==> src/rtl/core/pidrs_pkg.sv <==
// shared constants, operation codes and control structs for the pid drive block
// used by pidrs_alu and pid_drive_with_ramp_and_sync; depends on nothing else

package pidrs_pkg;

	// fixed point and field widths
	localparam int GAIN_FRAC_BITS = 24;
	localparam int INTEGRAL_WIDTH = 48;
	localparam int MEAS_W         = 24;
	localparam int ERR_W          = MEAS_W + 2;
	localparam int DER_W          = ERR_W + 1;
	localparam int GAIN_W         = 32;
	localparam int TIME_W         = 32;
	localparam int STEP_W         = 7;
	localparam int POWER_W        = 8;
	localparam int CFG_IDX_W      = 4;
	localparam int CFG_DATA_W     = 32;

	// term magnitudes saturate at 2^CAP_LOG2
	localparam int CAP_LOG2 = 61;
	localparam int OPND_W   = CAP_LOG2 + 1;
	localparam int ADD_W    = 64;
	localparam int SUM_W    = 64;
	localparam int WIDE_W   = 65;
	localparam logic [OPND_W-1:0] TERM_CAP = {1'b1, {CAP_LOG2{1'b0}}};

	// one multiplier or dividend bit per step
	localparam int MUL_STEPS = GAIN_W;
	localparam int DIV_STEPS = OPND_W;
	localparam int CNT_W     = $clog2(DIV_STEPS);

	localparam logic [POWER_W-2:0] POWER_MAX = '1;

	typedef enum logic {
		ALU_MUL,
		ALU_DIV
	} alu_op_t;

	typedef struct packed {
		logic    start;
		alu_op_t op;
	} alu_req_t;

	typedef struct packed {
		logic busy;
		logic done;
	} alu_sts_t;

	typedef enum logic [CFG_IDX_W-1:0] {
		REG_GAIN_P      = 4'd0,
		REG_GAIN_I      = 4'd1,
		REG_GAIN_D      = 4'd2,
		REG_SETPOINT    = 4'd3,
		REG_RAMP_EN     = 4'd4,
		REG_NORMAL_STEP = 4'd5,
		REG_HIGH_STEP   = 4'd6,
		REG_CORR_EN     = 4'd7
	} cfg_reg_t;

endpackage

==> src/rtl/core/pidrs_alu.sv <==
// bit-serial multiply / divide unit shared by all pid terms
// multiply is msb-first shift-add saturating at TERM_CAP, divide is restoring
// depends on pidrs_pkg

module pidrs_alu (
	input  logic                            clk,
	input  logic                            arst_n,
	input  pidrs_pkg::alu_req_t             req,
	input  logic [pidrs_pkg::OPND_W-1:0]    opnd,
	input  logic [pidrs_pkg::GAIN_W-1:0]    scale,
	output pidrs_pkg::alu_sts_t             sts,
	output logic [pidrs_pkg::OPND_W-1:0]    result
);
	import pidrs_pkg::*;

	logic              busy_q;
	alu_op_t           op_q;
	logic [CNT_W-1:0]  cnt_q;
	logic [OPND_W-1:0] acc_q;
	logic [OPND_W-1:0] opnd_q;
	logic [OPND_W-1:0] shreg_q;
	logic [GAIN_W-1:0] scale_q;

	logic              top_bit;
	logic [ADD_W-1:0]  add_a;
	logic [ADD_W-1:0]  add_b;
	logic              add_cin;
	logic [ADD_W-1:0]  add_y;
	logic              q_bit;

	assign top_bit = shreg_q[OPND_W-1];

	// one adder: acc*2 + multiplicand, or partial remainder minus divisor
	always_comb begin
		if (op_q == ALU_DIV) begin
			add_a   = ADD_W'({acc_q[GAIN_W:0], top_bit});
			add_b   = ~ADD_W'(scale_q);
			add_cin = 1'b1;
		end else begin
			add_a   = ADD_W'({acc_q, 1'b0});
			add_b   = top_bit ? ADD_W'(opnd_q) : '0;
			add_cin = 1'b0;
		end
	end

	assign add_y = add_a + add_b + ADD_W'(add_cin);
	assign q_bit = ~add_y[ADD_W-1];

	always_ff @(posedge clk or negedge arst_n) begin
		if (!arst_n) begin
			busy_q <= 1'b0;
			op_q   <= ALU_MUL;
			cnt_q  <= '0;
		end else if (req.start) begin
			busy_q <= 1'b1;
			op_q   <= req.op;
			cnt_q  <= (req.op == ALU_DIV) ? CNT_W'(DIV_STEPS - 1) : CNT_W'(MUL_STEPS - 1);
		end else if (busy_q) begin
			cnt_q <= cnt_q - CNT_W'(1);
			if (cnt_q == '0) begin
				busy_q <= 1'b0;
			end
		end
	end

	always_ff @(posedge clk) begin
		if (req.start) begin
			acc_q   <= '0;
			opnd_q  <= opnd;
			scale_q <= scale;
			shreg_q <= (req.op == ALU_DIV) ? opnd : {scale, {(OPND_W - GAIN_W){1'b0}}};
		end else if (busy_q) begin
			if (op_q == ALU_DIV) begin
				if (q_bit) begin
					acc_q <= add_y[OPND_W-1:0];
				end else begin
					acc_q <= OPND_W'({acc_q[GAIN_W-1:0], top_bit});
				end
				// quotient bits fill in from the bottom as dividend bits leave the top
				shreg_q <= {shreg_q[OPND_W-2:0], q_bit};
			end else begin
				acc_q   <= (add_y > ADD_W'(TERM_CAP)) ? TERM_CAP : add_y[OPND_W-1:0];
				shreg_q <= {shreg_q[OPND_W-2:0], 1'b0};
			end
		end
	end

	assign sts.busy = busy_q;
	assign sts.done = busy_q && (cnt_q == '0);
	assign result   = (op_q == ALU_DIV) ? shreg_q : acc_q;

	a_start_busy: assert property (@(posedge clk) disable iff (!arst_n)
		req.start |=> busy_q)
		else $error("alu not busy after start");

	a_mul_capped: assert property (@(posedge clk) disable iff (!arst_n)
		(busy_q && op_q == ALU_MUL) |-> (acc_q <= TERM_CAP))
		else $error("multiply accumulator above term cap");

	a_done_idle: assert property (@(posedge clk) disable iff (!arst_n)
		sts.done |=> !busy_q)
		else $error("alu still busy after done");

endmodule

==> src/rtl/core/pid_drive_with_ramp_and_sync.sv <==
// PID motor drive with saturating integral, paired-side correction and slew ramp.
// Each sample request occupies the block from acceptance until its motor_power request is
// offered, so a new sample is taken only after the last one's result is loaded.
// The time goes to the shared bit-serial unit in pidrs_alu: four 32-step multiplies
// (kp*e, ki*I, that product times dt, kd*de) and one 62-step restoring divide by dt run one
// after the other, plus setup, summing, correction and ramping states.
// sample_stall is high from acceptance until the result sits in the output register; a
// waiting result does not block the next sample. cfg_ready is always high; registers are
// to be written only while the block is idle. Reset needs no clearing pass.

module pid_drive_with_ramp_and_sync (
	input  logic                                  clk,
	input  logic                                  arst_n,
	// sample channel
	input  logic                                  sample_valid,
	output logic                                  sample_stall,
	input  logic signed [pidrs_pkg::MEAS_W-1:0]   measured,
	input  logic signed [pidrs_pkg::MEAS_W-1:0]   paired_measured,
	input  logic [pidrs_pkg::TIME_W-1:0]          now_ms,
	// power channel
	output logic                                  power_valid,
	input  logic                                  power_stall,
	output logic signed [pidrs_pkg::POWER_W-1:0]  motor_power,
	// register writes
	input  logic                                  cfg_valid,
	output logic                                  cfg_ready,
	input  logic [pidrs_pkg::CFG_IDX_W-1:0]       cfg_index,
	input  logic [pidrs_pkg::CFG_DATA_W-1:0]      cfg_data
);
	import pidrs_pkg::*;

	localparam logic [GAIN_W-1:0]        GAIN_P_RST      = GAIN_W'(13421773);
	localparam logic [GAIN_W-1:0]        GAIN_I_RST      = GAIN_W'(17);
	localparam logic [GAIN_W-1:0]        GAIN_D_RST      = GAIN_W'(503316);
	localparam logic [STEP_W-1:0]        NORMAL_STEP_RST = STEP_W'(7);
	localparam logic [STEP_W-1:0]        HIGH_STEP_RST   = STEP_W'(20);
	localparam int                       CORR_W          = MEAS_W + 2;
	localparam logic signed [CORR_W-1:0] CORR_HI         = CORR_W'(POWER_MAX);
	localparam logic signed [CORR_W-1:0] CORR_LO         = -CORR_HI;

	typedef enum logic [3:0] {
		ST_IDLE,
		ST_PREP,
		ST_P_GO,
		ST_P_RUN,
		ST_I1_GO,
		ST_I1_RUN,
		ST_I2_GO,
		ST_I2_RUN,
		ST_D1_GO,
		ST_D1_RUN,
		ST_D2_GO,
		ST_D2_RUN,
		ST_SUM,
		ST_DRIVE,
		ST_CORR,
		ST_OUT
	} state_t;

	function automatic logic [POWER_W-2:0] pmag(input logic signed [POWER_W-1:0] v);
		logic [POWER_W-1:0] t;
		t = v[POWER_W-1] ? -v : v;
		return t[POWER_W-2:0];
	endfunction

	// configuration
	logic [GAIN_W-1:0]              gain_p_q;
	logic [GAIN_W-1:0]              gain_i_q;
	logic [GAIN_W-1:0]              gain_d_q;
	logic signed [MEAS_W-1:0]       setpoint_q;
	logic                           ramp_en_q;
	logic [STEP_W-1:0]              normal_step_q;
	logic [STEP_W-1:0]              high_step_q;
	logic                           corr_en_q;

	// controller state
	state_t                         state_q;
	logic signed [INTEGRAL_WIDTH-1:0] integ_q;
	logic signed [ERR_W-1:0]        prev_err_q;
	logic [TIME_W-1:0]              prev_time_q;
	logic signed [POWER_W-1:0]      last_power_q;
	logic                           power_valid_q;
	logic signed [POWER_W-1:0]      motor_power_q;

	// per-sample working registers
	logic signed [MEAS_W-1:0]       meas_q;
	logic signed [MEAS_W-1:0]       pair_q;
	logic [TIME_W-1:0]              now_q;
	logic signed [ERR_W-1:0]        e_q;
	logic signed [DER_W-1:0]        der_q;
	logic [TIME_W-1:0]              dt_q;
	logic signed [SUM_W-1:0]        sum_q;
	logic signed [POWER_W-1:0]      drive_q;

	logic                           sample_take;
	logic                           out_free;

	logic signed [ERR_W-1:0]        err_c;
	logic signed [DER_W-1:0]        der_c;
	logic [TIME_W-1:0]              dt_raw;
	logic [TIME_W-1:0]              dt_c;
	logic signed [INTEGRAL_WIDTH:0] isum_c;
	logic signed [INTEGRAL_WIDTH-1:0] integ_c;

	logic [ERR_W-1:0]               e_mag;
	logic [DER_W-1:0]               der_mag;
	logic [INTEGRAL_WIDTH-1:0]      i_mag;
	logic [WIDE_W-1:0]              i_wide;
	logic [OPND_W-1:0]              i_opnd;

	alu_req_t                       alu_req;
	alu_sts_t                       alu_sts;
	logic [OPND_W-1:0]              alu_opnd;
	logic [GAIN_W-1:0]              alu_scale;
	logic [OPND_W-1:0]              alu_result;

	logic                           term_neg;
	logic [SUM_W-1:0]               res_w;
	logic signed [SUM_W-1:0]        term_c;

	logic [SUM_W-1:0]               sum_mag;
	logic [SUM_W-1:0]               sum_int;
	logic [POWER_W-2:0]             dmag;
	logic signed [POWER_W-1:0]      drive_c;

	logic [MEAS_W-1:0]              pm_c;
	logic [MEAS_W-1:0]              mi_c;
	logic [MEAS_W-1:0]              excess_c;
	logic signed [CORR_W-1:0]       t_c;
	logic signed [CORR_W-1:0]       t_adj;
	logic signed [CORR_W-1:0]       q_c;
	logic signed [CORR_W-1:0]       qs_c;
	logic signed [POWER_W-1:0]      corr_c;

	logic [POWER_W-2:0]             ad_c;
	logic [POWER_W-2:0]             al_c;
	logic [POWER_W-1:0]             mg_c;
	logic [POWER_W-2:0]             mg_sat;
	logic signed [POWER_W-1:0]      final_c;

	assign sample_take  = sample_valid && !sample_stall;
	assign sample_stall = (state_q != ST_IDLE);
	assign out_free     = !power_valid_q || !power_stall;
	assign power_valid  = power_valid_q;
	assign motor_power  = motor_power_q;
	assign cfg_ready    = 1'b1;

	// register writes
	always_ff @(posedge clk or negedge arst_n) begin
		if (!arst_n) begin
			gain_p_q      <= GAIN_P_RST;
			gain_i_q      <= GAIN_I_RST;
			gain_d_q      <= GAIN_D_RST;
			setpoint_q    <= '0;
			ramp_en_q     <= 1'b1;
			normal_step_q <= NORMAL_STEP_RST;
			high_step_q   <= HIGH_STEP_RST;
			corr_en_q     <= 1'b0;
		end else if (cfg_valid && cfg_ready) begin
			case (cfg_index)
				REG_GAIN_P:      gain_p_q      <= cfg_data[GAIN_W-1:0];
				REG_GAIN_I:      gain_i_q      <= cfg_data[GAIN_W-1:0];
				REG_GAIN_D:      gain_d_q      <= cfg_data[GAIN_W-1:0];
				REG_SETPOINT:    setpoint_q    <= cfg_data[MEAS_W-1:0];
				REG_RAMP_EN:     ramp_en_q     <= cfg_data[0];
				REG_NORMAL_STEP: normal_step_q <= cfg_data[STEP_W-1:0];
				REG_HIGH_STEP:   high_step_q   <= cfg_data[STEP_W-1:0];
				REG_CORR_EN:     corr_en_q     <= cfg_data[0];
				default: ;
			endcase
		end
	end

	// error, derivative, dt and saturating integral
	always_comb begin
		err_c  = ERR_W'(setpoint_q) - ERR_W'(meas_q);
		der_c  = DER_W'(err_c) - DER_W'(prev_err_q);
		dt_raw = now_q - prev_time_q;
		dt_c   = (dt_raw == '0) ? TIME_W'(1) : dt_raw;
		isum_c = (INTEGRAL_WIDTH + 1)'(integ_q) + (INTEGRAL_WIDTH + 1)'(err_c);
		if (isum_c[INTEGRAL_WIDTH] != isum_c[INTEGRAL_WIDTH-1]) begin
			integ_c = isum_c[INTEGRAL_WIDTH] ? {1'b1, {(INTEGRAL_WIDTH - 1){1'b0}}}
			                                 : {1'b0, {(INTEGRAL_WIDTH - 1){1'b1}}};
		end else begin
			integ_c = isum_c[INTEGRAL_WIDTH-1:0];
		end
	end

	// operand magnitudes; an integral above the cap saturates the product anyway
	always_comb begin
		e_mag   = e_q[ERR_W-1] ? -e_q : e_q;
		der_mag = der_q[DER_W-1] ? -der_q : der_q;
		i_mag   = integ_q[INTEGRAL_WIDTH-1] ? -integ_q : integ_q;
		i_wide  = WIDE_W'(i_mag);
		i_opnd  = (i_wide > WIDE_W'(TERM_CAP)) ? TERM_CAP : i_wide[OPND_W-1:0];
	end

	// requests to the shared unit
	always_comb begin
		alu_req.start = 1'b0;
		alu_req.op    = ALU_MUL;
		alu_opnd      = '0;
		alu_scale     = '0;
		case (state_q)
			ST_P_GO: begin
				alu_req.start = 1'b1;
				alu_opnd      = OPND_W'(e_mag);
				alu_scale     = gain_p_q;
			end
			ST_I1_GO: begin
				alu_req.start = 1'b1;
				alu_opnd      = i_opnd;
				alu_scale     = gain_i_q;
			end
			ST_I2_GO: begin
				alu_req.start = 1'b1;
				alu_opnd      = alu_result;
				alu_scale     = dt_q;
			end
			ST_D1_GO: begin
				alu_req.start = 1'b1;
				alu_opnd      = OPND_W'(der_mag);
				alu_scale     = gain_d_q;
			end
			ST_D2_GO: begin
				alu_req.start = 1'b1;
				alu_req.op    = ALU_DIV;
				alu_opnd      = alu_result;
				alu_scale     = dt_q;
			end
			default: ;
		endcase
	end

	pidrs_alu u_alu (
		.clk    (clk),
		.arst_n (arst_n),
		.req    (alu_req),
		.opnd   (alu_opnd),
		.scale  (alu_scale),
		.sts    (alu_sts),
		.result (alu_result)
	);

	// signed term from the last finished unit result
	always_comb begin
		case (state_q)
			ST_I1_GO: term_neg = e_q[ERR_W-1];
			ST_D1_GO: term_neg = integ_q[INTEGRAL_WIDTH-1];
			default:  term_neg = der_q[DER_W-1];
		endcase
		res_w  = SUM_W'(alu_result);
		term_c = term_neg ? -res_w : res_w;
	end

	// sum to integer drive, truncating toward zero and saturating at POWER_MAX
	always_comb begin
		sum_mag = sum_q[SUM_W-1] ? -sum_q : sum_q;
		sum_int = sum_mag >> GAIN_FRAC_BITS;
		dmag    = (sum_int > SUM_W'(POWER_MAX)) ? POWER_MAX : sum_int[POWER_W-2:0];
		drive_c = sum_q[SUM_W-1] ? -{1'b0, dmag} : {1'b0, dmag};
	end

	// paired-side correction: drive moved toward zero by half the excess, rounded toward zero
	always_comb begin
		pm_c     = meas_q[MEAS_W-1] ? -meas_q : meas_q;
		mi_c     = pair_q[MEAS_W-1] ? -pair_q : pair_q;
		excess_c = pm_c - mi_c;
		if (drive_q[POWER_W-1]) begin
			t_c = (CORR_W'(drive_q) <<< 1) + CORR_W'(excess_c);
		end else begin
			t_c = (CORR_W'(drive_q) <<< 1) - CORR_W'(excess_c);
		end
		t_adj = t_c + {{(CORR_W - 1){1'b0}}, t_c[CORR_W-1]};
		q_c   = t_adj >>> 1;
		if (q_c > CORR_HI) begin
			qs_c = CORR_HI;
		end else if (q_c < CORR_LO) begin
			qs_c = CORR_LO;
		end else begin
			qs_c = q_c;
		end
		if (corr_en_q && (pm_c > mi_c) && (drive_q != '0)) begin
			corr_c = qs_c[POWER_W-1:0];
		end else begin
			corr_c = drive_q;
		end
	end

	// slew ramp on a rising magnitude, sign of the drive kept
	always_comb begin
		ad_c   = pmag(drive_q);
		al_c   = pmag(last_power_q);
		mg_c   = (al_c < high_step_q) ? POWER_W'(high_step_q)
		                               : POWER_W'(al_c) + POWER_W'(normal_step_q);
		mg_sat = (mg_c > POWER_W'(POWER_MAX)) ? POWER_MAX : mg_c[POWER_W-2:0];
		if (ramp_en_q && (ad_c > al_c)) begin
			final_c = drive_q[POWER_W-1] ? -{1'b0, mg_sat} : {1'b0, mg_sat};
		end else begin
			final_c = drive_q;
		end
	end

	// sequencer, loop state and output register
	always_ff @(posedge clk or negedge arst_n) begin
		if (!arst_n) begin
			state_q       <= ST_IDLE;
			integ_q       <= '0;
			prev_err_q    <= '0;
			prev_time_q   <= '0;
			last_power_q  <= '0;
			power_valid_q <= 1'b0;
			motor_power_q <= '0;
		end else begin
			// the output state reloads the register itself when it frees
			if (power_valid_q && !power_stall && (state_q != ST_OUT)) begin
				power_valid_q <= 1'b0;
			end
			case (state_q)
				ST_IDLE: begin
					if (sample_take) begin
						state_q <= ST_PREP;
					end
				end
				ST_PREP: begin
					integ_q     <= integ_c;
					prev_err_q  <= err_c;
					prev_time_q <= now_q;
					state_q     <= ST_P_GO;
				end
				ST_P_GO:  state_q <= ST_P_RUN;
				ST_P_RUN: begin
					if (alu_sts.done) begin
						state_q <= ST_I1_GO;
					end
				end
				ST_I1_GO:  state_q <= ST_I1_RUN;
				ST_I1_RUN: begin
					if (alu_sts.done) begin
						state_q <= ST_I2_GO;
					end
				end
				ST_I2_GO:  state_q <= ST_I2_RUN;
				ST_I2_RUN: begin
					if (alu_sts.done) begin
						state_q <= ST_D1_GO;
					end
				end
				ST_D1_GO:  state_q <= ST_D1_RUN;
				ST_D1_RUN: begin
					if (alu_sts.done) begin
						state_q <= ST_D2_GO;
					end
				end
				ST_D2_GO:  state_q <= ST_D2_RUN;
				ST_D2_RUN: begin
					if (alu_sts.done) begin
						state_q <= ST_SUM;
					end
				end
				ST_SUM:   state_q <= ST_DRIVE;
				ST_DRIVE: state_q <= ST_CORR;
				ST_CORR:  state_q <= ST_OUT;
				ST_OUT: begin
					if (out_free) begin
						power_valid_q <= 1'b1;
						motor_power_q <= final_c;
						last_power_q  <= final_c;
						state_q       <= ST_IDLE;
					end
				end
				default: state_q <= ST_IDLE;
			endcase
		end
	end

	// working registers
	always_ff @(posedge clk) begin
		if (sample_take) begin
			meas_q <= measured;
			pair_q <= paired_measured;
			now_q  <= now_ms;
		end
		case (state_q)
			ST_PREP: begin
				e_q   <= err_c;
				der_q <= der_c;
				dt_q  <= dt_c;
			end
			ST_I1_GO: sum_q   <= term_c;
			ST_D1_GO: sum_q   <= sum_q + term_c;
			ST_SUM:   sum_q   <= sum_q + term_c;
			ST_DRIVE: drive_q <= drive_c;
			ST_CORR:  drive_q <= corr_c;
			default: ;
		endcase
	end

	a_accept_prep: assert property (@(posedge clk) disable iff (!arst_n)
		sample_take |=> (state_q == ST_PREP))
		else $error("accepted sample did not start processing");

	a_alu_free: assert property (@(posedge clk) disable iff (!arst_n)
		alu_req.start |-> !alu_sts.busy)
		else $error("shared unit started while busy");

	a_power_sym: assert property (@(posedge clk) disable iff (!arst_n)
		power_valid_q |-> (motor_power_q != {1'b1, {(POWER_W - 1){1'b0}}}))
		else $error("motor power outside symmetric range");

	a_result_from_out: assert property (@(posedge clk) disable iff (!arst_n)
		$rose(power_valid_q) |-> $past(state_q == ST_OUT))
		else $error("result offered outside output state");

endmodule
==> config.mk <==
export PLATFORM = sky130hd
export DESIGN_NAME = pid_drive_with_ramp_and_sync
export DESIGN_NICKNAME = d
export VERILOG_FILES = /design/src/rtl/core/pidrs_pkg.sv /design/src/rtl/core/pidrs_alu.sv /design/src/rtl/core/pid_drive_with_ramp_and_sync.sv
export SDC_FILE = /design/constraint.sdc
export NUM_CORES = 2
export LEC_CHECK = 0
export ABC_CLOCK_PERIOD_IN_PS = 10100
export BUFFER_PORTS_ARGS = -buffer_cell sky130_fd_sc_hd__buf_2
export CAP_MARGIN = 10
export CORE_MARGIN = 4
export CORE_UTILIZATION = 45
export CTS_CLUSTER_SIZE = 28
export DETAILED_ROUTE_END_ITERATION = 8
export MAX_ROUTING_LAYER = met4
export PLACE_DENSITY = 0.6
export SLEW_MARGIN = 10
export SYNTH_ARGS = -nofsm -noshare
export SYNTH_HDL_FRONTEND = slang
export SYNTH_SLANG_ARGS = --single-unit
==> constraint.sdc <==
create_clock -name clk -period 10.1 [get_ports clk]
set_input_delay 2.02 -clock clk [delete_from_list [all_inputs] [get_ports clk]]
set_output_delay 2.02 -clock clk [all_outputs]
set_load 0.01 [all_outputs]
# Word level (Yosys, flattened, before mapping)
# Cells that the tools add are included.
# word_totals
elab_cells	186
output_inout_bits	11
inputBits	121
ff_bits	716
# classes
eq_ne	32
bitwise_logic	2
muxes	57
reduce_logical	34
n_addsub	24
magnitude_cmp	8
# op_table
operator	n
$mux 62	8
$pmux 62 s4	1
$mux 64	3
$mux 48	3
$add 64x64->64	2
$pmux 32 s4	1
$pmux 64 s2	1
$add 64x1->64	1
$gt 64x62->1 const B	1
$neg 62->64	1
$neg 64->64	1
$not 32->64	1
$pmux 4 s16	1
$mux 63	1
$mux 8	7
$mux 26	2
$add 48x25->49	1
$mux 24	2
$neg 24->24	2
$neg 48->48	1
$gt 40x7->1 const B	1
$eq 4x3->1 const B	8
$eq 4x4->1 const B	8
$logic_not 32->1	1
44 further kinds	98

# Depth between registers and ports, before layout
# logic_depth
depth_word	11
mapped_depth	39
ltp_nobuf	37

# Hierarchy
# A second synthesis with hierarchy kept.
# unflattened
hier_cells	6071
hier_area_um2	54270.8
# by_module_without_submodules
module	cells_per_inst	seq_area_each_um2	area_per_inst_um2	n_inst
pid_drive_with_ramp_and_sync	4418	13451.7	39580.5	1
pidrs_alu	1653	6125.9	14690.3	1

# Worst setup path after synthesis
# Ideal clock, no wire load.
# synth_path
path_type	register -> register
from	register setpoint_q[0]
to	register integ_q[38]
path_stages_with_launch	29
arrival_time_ps	7952
synth_period_minus_slack_ps	8077
setup_ps	125
t_required_ps	9975
slack_ps	2023
n_path_buf	0
path_cell_list	dfrtp_1 > inv_1 > ha_1 > inv_1 > fa_1 > a21oi_1 > o21bai_1 > a21oi_1 > o21ai_0 > a211oi_1 > o31ai_1 > o21a_1 > and4_1 > a2111oi_0 > nor3b_1 > a211oi_1 > ha_1 > a21o_1 > a21o_1 > a21o_1 > or3_1 > o211ai_1 > nand3_1 > a31o_1 > a21oi_1 > xor2_1 > inv_1 > maj3_1 > mux2_2
# synth_via
elab_chain_len	4
elab_cells_between_ends	5
classes_between	add/sub (2); eq/ne (1); mux (2)
# synth_rtl
item	line	rtl
start, declared	pid_drive_with_ramp_and_sync.sv:70	logic signed [MEAS_W-1:0] setpoint_q;
start signal, assigned	pid_drive_with_ramp_and_sync.sv:164	REG_SETPOINT: setpoint_q <= cfg_data[MEAS_W-1:0];
$sub 24x24->25 *	pid_drive_with_ramp_and_sync.sv:176	err_c = ERR_W'(setpoint_q) - ERR_W'(meas_q);
named net err_c[24]	pid_drive_with_ramp_and_sync.sv:98	logic signed [ERR_W-1:0] err_c;
$add 48x25->49 *	pid_drive_with_ramp_and_sync.sv:180	isum_c = (INTEGRAL_WIDTH + 1)'(integ_q) + (INTEGRAL_WIDTH + 1)'(err_c);
$mux 48 or $ne 1x1->1 (tied branches)	pid_drive_with_ramp_and_sync.sv:182, pid_drive_with_ramp_and_sync.sv:181	
$mux 48 *	pid_drive_with_ramp_and_sync.sv:181	if (isum_c[INTEGRAL_WIDTH] != isum_c[INTEGRAL_WIDTH-1]) begin
end signal, assigned	pid_drive_with_ramp_and_sync.sv:326	integ_q <= integ_c;
end, declared	pid_drive_with_ramp_and_sync.sv:78	logic signed [INTEGRAL_WIDTH-1:0] integ_q;
# Mark *: on every way through the listed nets, which the timed path passes. The rest lies on a longest branch.
# A chain may end at the register's enable or synchronous reset.

# Final worst setup path
# layout_path
from	register meas_q[23]
to	register drive_q[3] (data pin)
# layout_via
elab_chain_len	11
elab_cells_between_ends	13
classes_between	add/sub (5); order compare (2); mux (6)
# layout_rtl
item	line	rtl
start, declared	pid_drive_with_ramp_and_sync.sv:86	logic signed [MEAS_W-1:0] meas_q;
start signal, assigned	pid_drive_with_ramp_and_sync.sv:380	meas_q <= measured;
$neg 24->24	pid_drive_with_ramp_and_sync.sv:266	pm_c = meas_q[MEAS_W-1] ? -meas_q : meas_q;
$mux 24 *	pid_drive_with_ramp_and_sync.sv:266	
$sub 24x24->24 *	pid_drive_with_ramp_and_sync.sv:268	excess_c = pm_c - mi_c;
$sub 9x25->26 or $add 9x25->26 (tied branches)	pid_drive_with_ramp_and_sync.sv:272, pid_drive_with_ramp_and_sync.sv:270	
$mux 26 *	pid_drive_with_ramp_and_sync.sv:269	if (drive_q[POWER_W-1]) begin
$add 26x1->26 *	pid_drive_with_ramp_and_sync.sv:274	t_adj = t_c + {{(CORR_W - 1){1'b0}}, t_c[CORR_W-1]};
$lt 25x8->1	pid_drive_with_ramp_and_sync.sv:278	end else if (q_c < CORR_LO) begin
$mux 8	pid_drive_with_ramp_and_sync.sv:278	
$mux 8 *	pid_drive_with_ramp_and_sync.sv:276	if (q_c > CORR_HI) begin
$mux 8 *	pid_drive_with_ramp_and_sync.sv:283	if (corr_en_q && (pm_c > mi_c) && (drive_q != '0)) begin
$pmux 8 s2 *	pid_drive_with_ramp_and_sync.sv:384	case (state_q)
end signal, assigned	pid_drive_with_ramp_and_sync.sv:393	ST_DRIVE: drive_q <= drive_c;
end signal, assigned	pid_drive_with_ramp_and_sync.sv:394	ST_CORR: drive_q <= corr_c;
end, declared	pid_drive_with_ramp_and_sync.sv:93	logic signed [POWER_W-1:0] drive_q;
# Mark *: on every way between the ends. The rest lies on a longest branch, timed or not. The select of a mux whose other input is x is not followed.

==> impl_metrics.prom <==
# TYPE chip_impl_metric gauge
chip_impl_info{name="status",value="complete, no violations"} 1
chip_impl_metric{name="final_layout_size_suffix_gt1_share",unit="%"} 10.1
chip_impl_metric{name="route.antenna.remaining_nets",unit=""} 0
chip_impl_info{name="yosys_most_used_dff",value="sky130_fd_sc_hd__edfxtp_1"} 1
chip_impl_info{name="regToRegStartpoint",value="meas_q[23]"} 1
chip_impl_metric{name="clock-sinks",unit=""} 715
chip_impl_metric{name="slew-limit-headroom",unit="%"} 15.6
chip_impl_metric{name="vias_in_the_first_global_route",unit=""} 44200
chip_impl_info{name="worst_path_most_repeated_cell",value="sky130_fd_sc_hd__o21ai_0"} 1
chip_impl_metric{name="worst_ep_arrival_time",unit="ps"} 9650
chip_impl_metric{name="drc",unit=""} 0
chip_impl_metric{name="via_per_inst",unit=""} 6.08
chip_impl_metric{name="final_weighted_congestion_in_routability_driven_placement",unit=""} 0.945
chip_impl_metric{name="grt_use_total",unit="%"} 28.6
chip_impl_metric{name="p_int",unit="mW"} 5.90
chip_impl_metric{name="wire_per_inst",unit="um"} 23.2
chip_impl_metric{name="max-vdd-ir-drop",unit="mV"} 0.152
chip_impl_info{name="grt_setup_unrepaired",value="no"} 1
chip_impl_metric{name="postCtsSetupRepairBufs",unit=""} 0
chip_impl_metric{name="drt-pass1-iter-count",unit=""} 6
chip_impl_metric{name="synth_warnings",unit=""} 0
chip_impl_metric{name="max_slew.worst_pin.slew",unit="ps"} 1270
chip_impl_metric{name="grt_first_pass_wirelength",unit="um"} 273000
chip_impl_metric{name="critPathRequiredTime",unit="ps"} 10540
chip_impl_info{name="hold_path_end",value="u_alu.acc_q[52]"} 1
chip_impl_metric{name="ys_async_rst_share",unit="%"} 36.6
chip_impl_metric{name="nNetsFinal",unit=""} 6569
chip_impl_info{name="mostFrequentLayoutCell",value="sky130_fd_sc_hd__nand2_1"} 1
chip_impl_metric{name="row_count",unit=""} 127
chip_impl_metric{name="fp.dieArea",unit="sq um"} 127000
chip_impl_metric{name="timing.final.crit_period",unit="ps"} 9210
chip_impl_metric{name="setup_total_negative_slack",unit="ps"} 0
chip_impl_info{name="worst_r2r_endpoint",value="drive_q[3]"} 1
chip_impl_metric{name="sw_frac_of_total",unit="%"} 29.7
chip_impl_metric{name="count_of_final_setup_violators",unit=""} 0
chip_impl_metric{name="maximum_number_of_pins_on_one_net_before_global_route_repair",unit=""} 109
chip_impl_metric{name="maxCapViolCount",unit=""} 0
chip_impl_metric{name="timing.hold.ws",unit="ps"} 448
chip_impl_metric{name="area_delta_synth_final",unit="%"} 9.57
chip_impl_metric{name="reg2reg_setup_slack",unit="ps"} 890
chip_impl_info{name="cts.root.buffer_cell",value="sky130_fd_sc_hd__clkbuf_16"} 1
chip_impl_info{name="crit_type",value="flip-flop to flip-flop"} 1
chip_impl_metric{name="holdPathStages",unit=""} 2
chip_impl_metric{name="post_layout_power",unit="mW"} 8.39
chip_impl_metric{name="timing_max_transition_violations_final",unit=""} 0
chip_impl_metric{name="cts_hold_buf",unit=""} 0
chip_impl_metric{name="synthesis.area_per_instance",unit="sq um"} 8.98
chip_impl_metric{name="drt-initial-drc-count",unit=""} 4717
chip_impl_info{name="cts_tree",value="done"} 1
chip_impl_metric{name="die-width",unit="um"} 356
chip_impl_metric{name="route.vias.total",unit=""} 47100
chip_impl_metric{name="htreeDepth",unit=""} 3
chip_impl_metric{name="synthesis.nets",unit=""} 6553
chip_impl_metric{name="power.sequential.fraction",unit="%"} 40.1
chip_impl_metric{name="power.density",unit="nW/um^2"} 141
chip_impl_metric{name="reg2regPathDepth",unit=""} 35
chip_impl_metric{name="synth_seq_cells",unit=""} 715
chip_impl_info{name="startpoint_type",value="flip-flop"} 1
chip_impl_info{name="critPathCaptureType",value="flip-flop"} 1
chip_impl_metric{name="port_buffers",unit=""} 130
chip_impl_metric{name="crit_path_max_fanout",unit=""} 21
chip_impl_metric{name="sw_pwr",unit="mW"} 2.49
chip_impl_metric{name="routed_wire_length",unit="um"} 180000
chip_impl_metric{name="antenna_found_initial",unit=""} 2
chip_impl_metric{name="slowest_delay",unit="ps"} 750
chip_impl_info{name="critical_path.slowest_cell",value="sky130_fd_sc_hd__edfxtp_1"} 1
chip_impl_metric{name="numCtsBuffers",unit=""} 83
chip_impl_metric{name="floorplan.io_pins",unit=""} 132
chip_impl_metric{name="fin_skew",unit="ps"} 52.2
chip_impl_info{name="hold_path.startpoint",value="u_alu.acc_q[52]"} 1
chip_impl_info{name="mostFrequentLayoutCells",value="711 x sky130_fd_sc_hd__nand2_1, 482 x sky130_fd_sc_hd__o21ai_0, 391 x sky130_fd_sc_hd__edfxtp_1"} 1
chip_impl_metric{name="cells_after_synth",unit=""} 6057
chip_impl_metric{name="synthDistinctLibCells",unit=""} 110
chip_impl_metric{name="power.share.clock",unit="%"} 38.4
chip_impl_metric{name="max-clock-path-buffers",unit=""} 3
chip_impl_metric{name="standby_leakage_power",unit="nW"} 24.1
chip_impl_metric{name="detailed_place_hpwl",unit="um"} 139000
chip_impl_metric{name="fmax",unit="MHz"} 109
chip_impl_metric{name="die_height",unit="um"} 356
chip_impl_metric{name="synth_seq_area_share",unit="%"} 36.0
chip_impl_metric{name="post_route_core_utilization",unit="%"} 49.7
chip_impl_metric{name="initial_utilization",unit="%"} 45.4
chip_impl_metric{name="synthesis.area",unit="sq um"} 54400
chip_impl_metric{name="pwr-share-comb",unit="%"} 21.5
chip_impl_info{name="tightest_hold_check_type",value="flip-flop to flip-flop"} 1
chip_impl_metric{name="hold_viol_final",unit=""} 0
chip_impl_metric{name="worst_setup_hold_path_clk_slew",unit="ps"} 60
chip_impl_metric{name="finalCritPeriodShare",unit="%"} 91.2
chip_impl_metric{name="synth_enable_flop_cells",unit=""} 391
chip_impl_metric{name="fillers",unit=""} 11300
chip_impl_metric{name="worst_skew_pair.late_latency",unit="ps"} 700
chip_impl_metric{name="core_area",unit="sq um"} 120000
chip_impl_metric{name="cts_resized",unit=""} 0
chip_impl_metric{name="globalRoute.totalOverflow",unit=""} 0
## final cells by class
class | count | area [sq um] | share of cell area [%]
antenna | 3 | 7.51 | 0.0126
clock buffer | 105 | 2310 | 3.88
clock inverter | 50 | 598 | 1.00
inverter | 251 | 950 | 1.59
multi-input combinational | 4821 | 33000 | 55.3
sequential | 715 | 19600 | 32.8
tap | 1612 | 2020 | 3.38
timing repair buffer | 201 | 1190 | 2.00
## power groups by stage
stage,logic (mW),registers (mW),clock network [mW]
after CTS,1.79,3.36,3.28
after global routing,2.00,3.37,3.40
after detailed placement,1.78,3.41,0
final,1.81,3.36,3.22
after floorplan,1.30,3.38,0
after global placement,1.76,3.41,0
## stage by stage
stage	cell area [sq um]	std cells	worst slack [ps]
after floorplan	54400	6057	2020
after global placement	56700	7600	1040
after detailed placement	56700	7600	1000
after CTS	59600	7755	1020
after global routing	59600	7757	33.9
final	59600	7758	887
## flip-flops by register name, indices dropped and copies added, names as in the netlist, 26 cells and up
signal and cells:
u_alu.opnd_q 62, u_alu.scale_q 32, u_alu.shreg_q 62, dt_q 32, gain_i_q 32, gain_p_q 32, sum_q 64, now_q 32
gain_d_q 32, prev_time_q 32, der_q 26, integ_q 48, u_alu.acc_q 62
## cells by family after synthesis
kind of cell             synth area share, %
flip-flops                              36.0
other                                0.00689
AO/OA/AOI/OAI                           21.5
XOR/XNOR                                7.85
adder cells (fa/ha/maj)                 9.56
buffers and inverters                   3.67
AND/OR/NAND/NOR                         17.3
multiplexers                            4.10
## metal layers
metal  wire [um]  track usage (%)  vias up
li1            -                -    22500
met1       80900             39.1    22700
met2       80900             44.0     1686
met3       11400             3.28      264
met4        7110             10.2        0
met5           0                -        -
## critical path: cells and delay by family, from the launching register on
family | cells | cell delay [ps]
AO/OA/AOI/OAI | 17 | 4080
AND/OR/NAND/NOR | 12 | 2540
adder cells (fa/ha/maj) | 3 | 940
flip-flops | 1 | 750
buffers and inverters | 2 | 340
XOR/XNOR | 1 | 300
## cells in the mapped netlist, drive strengths merged (65+ instances only)
| cell type | number | area, sq um |
|---|---|---|
| nor2 | 364 | 1380 |
| xnor2 | 291 | 2550 |
| mux2 | 145 | 1630 |
| dfrtp | 231 | 5780 |
| nand4 | 81 | 513 |
| inv | 250 | 938 |
| edfxtp | 391 | 11700 |
| clkbuf | 221 | 830 |
| nand2 | 713 | 2680 |
| or3 | 67 | 419 |
| nor3 | 159 | 851 |
| a21o | 155 | 1160 |
| ha | 364 | 4550 |
| o21ai | 490 | 2450 |
| o31ai | 93 | 717 |
| a21oi | 383 | 1920 |
| nand3 | 116 | 581 |
| nor4 | 65 | 463 |
| xor2 | 197 | 1730 |
| nor2b | 90 | 563 |
## worst max-delay path by stage
| stage | cells past startpoint | end | from | slack (ps) |
|---|---|---|---|---|
| after detailed placement | 35 | drive_q[3] | meas_q[23] | 1000 |
| after floorplan | 28 | integ_q[38] | setpoint_q[0] | 2020 |
| after global placement | 34 | drive_q[3] | meas_q[23] | 1040 |
| final | 35 | drive_q[3] | meas_q[23] | 890 |
| after global routing | 35 | drive_q[6] | meas_q[23] | 30 |
| after CTS | 35 | drive_q[3] | meas_q[23] | 1020 |
Power figures use the tool's default switching activity.
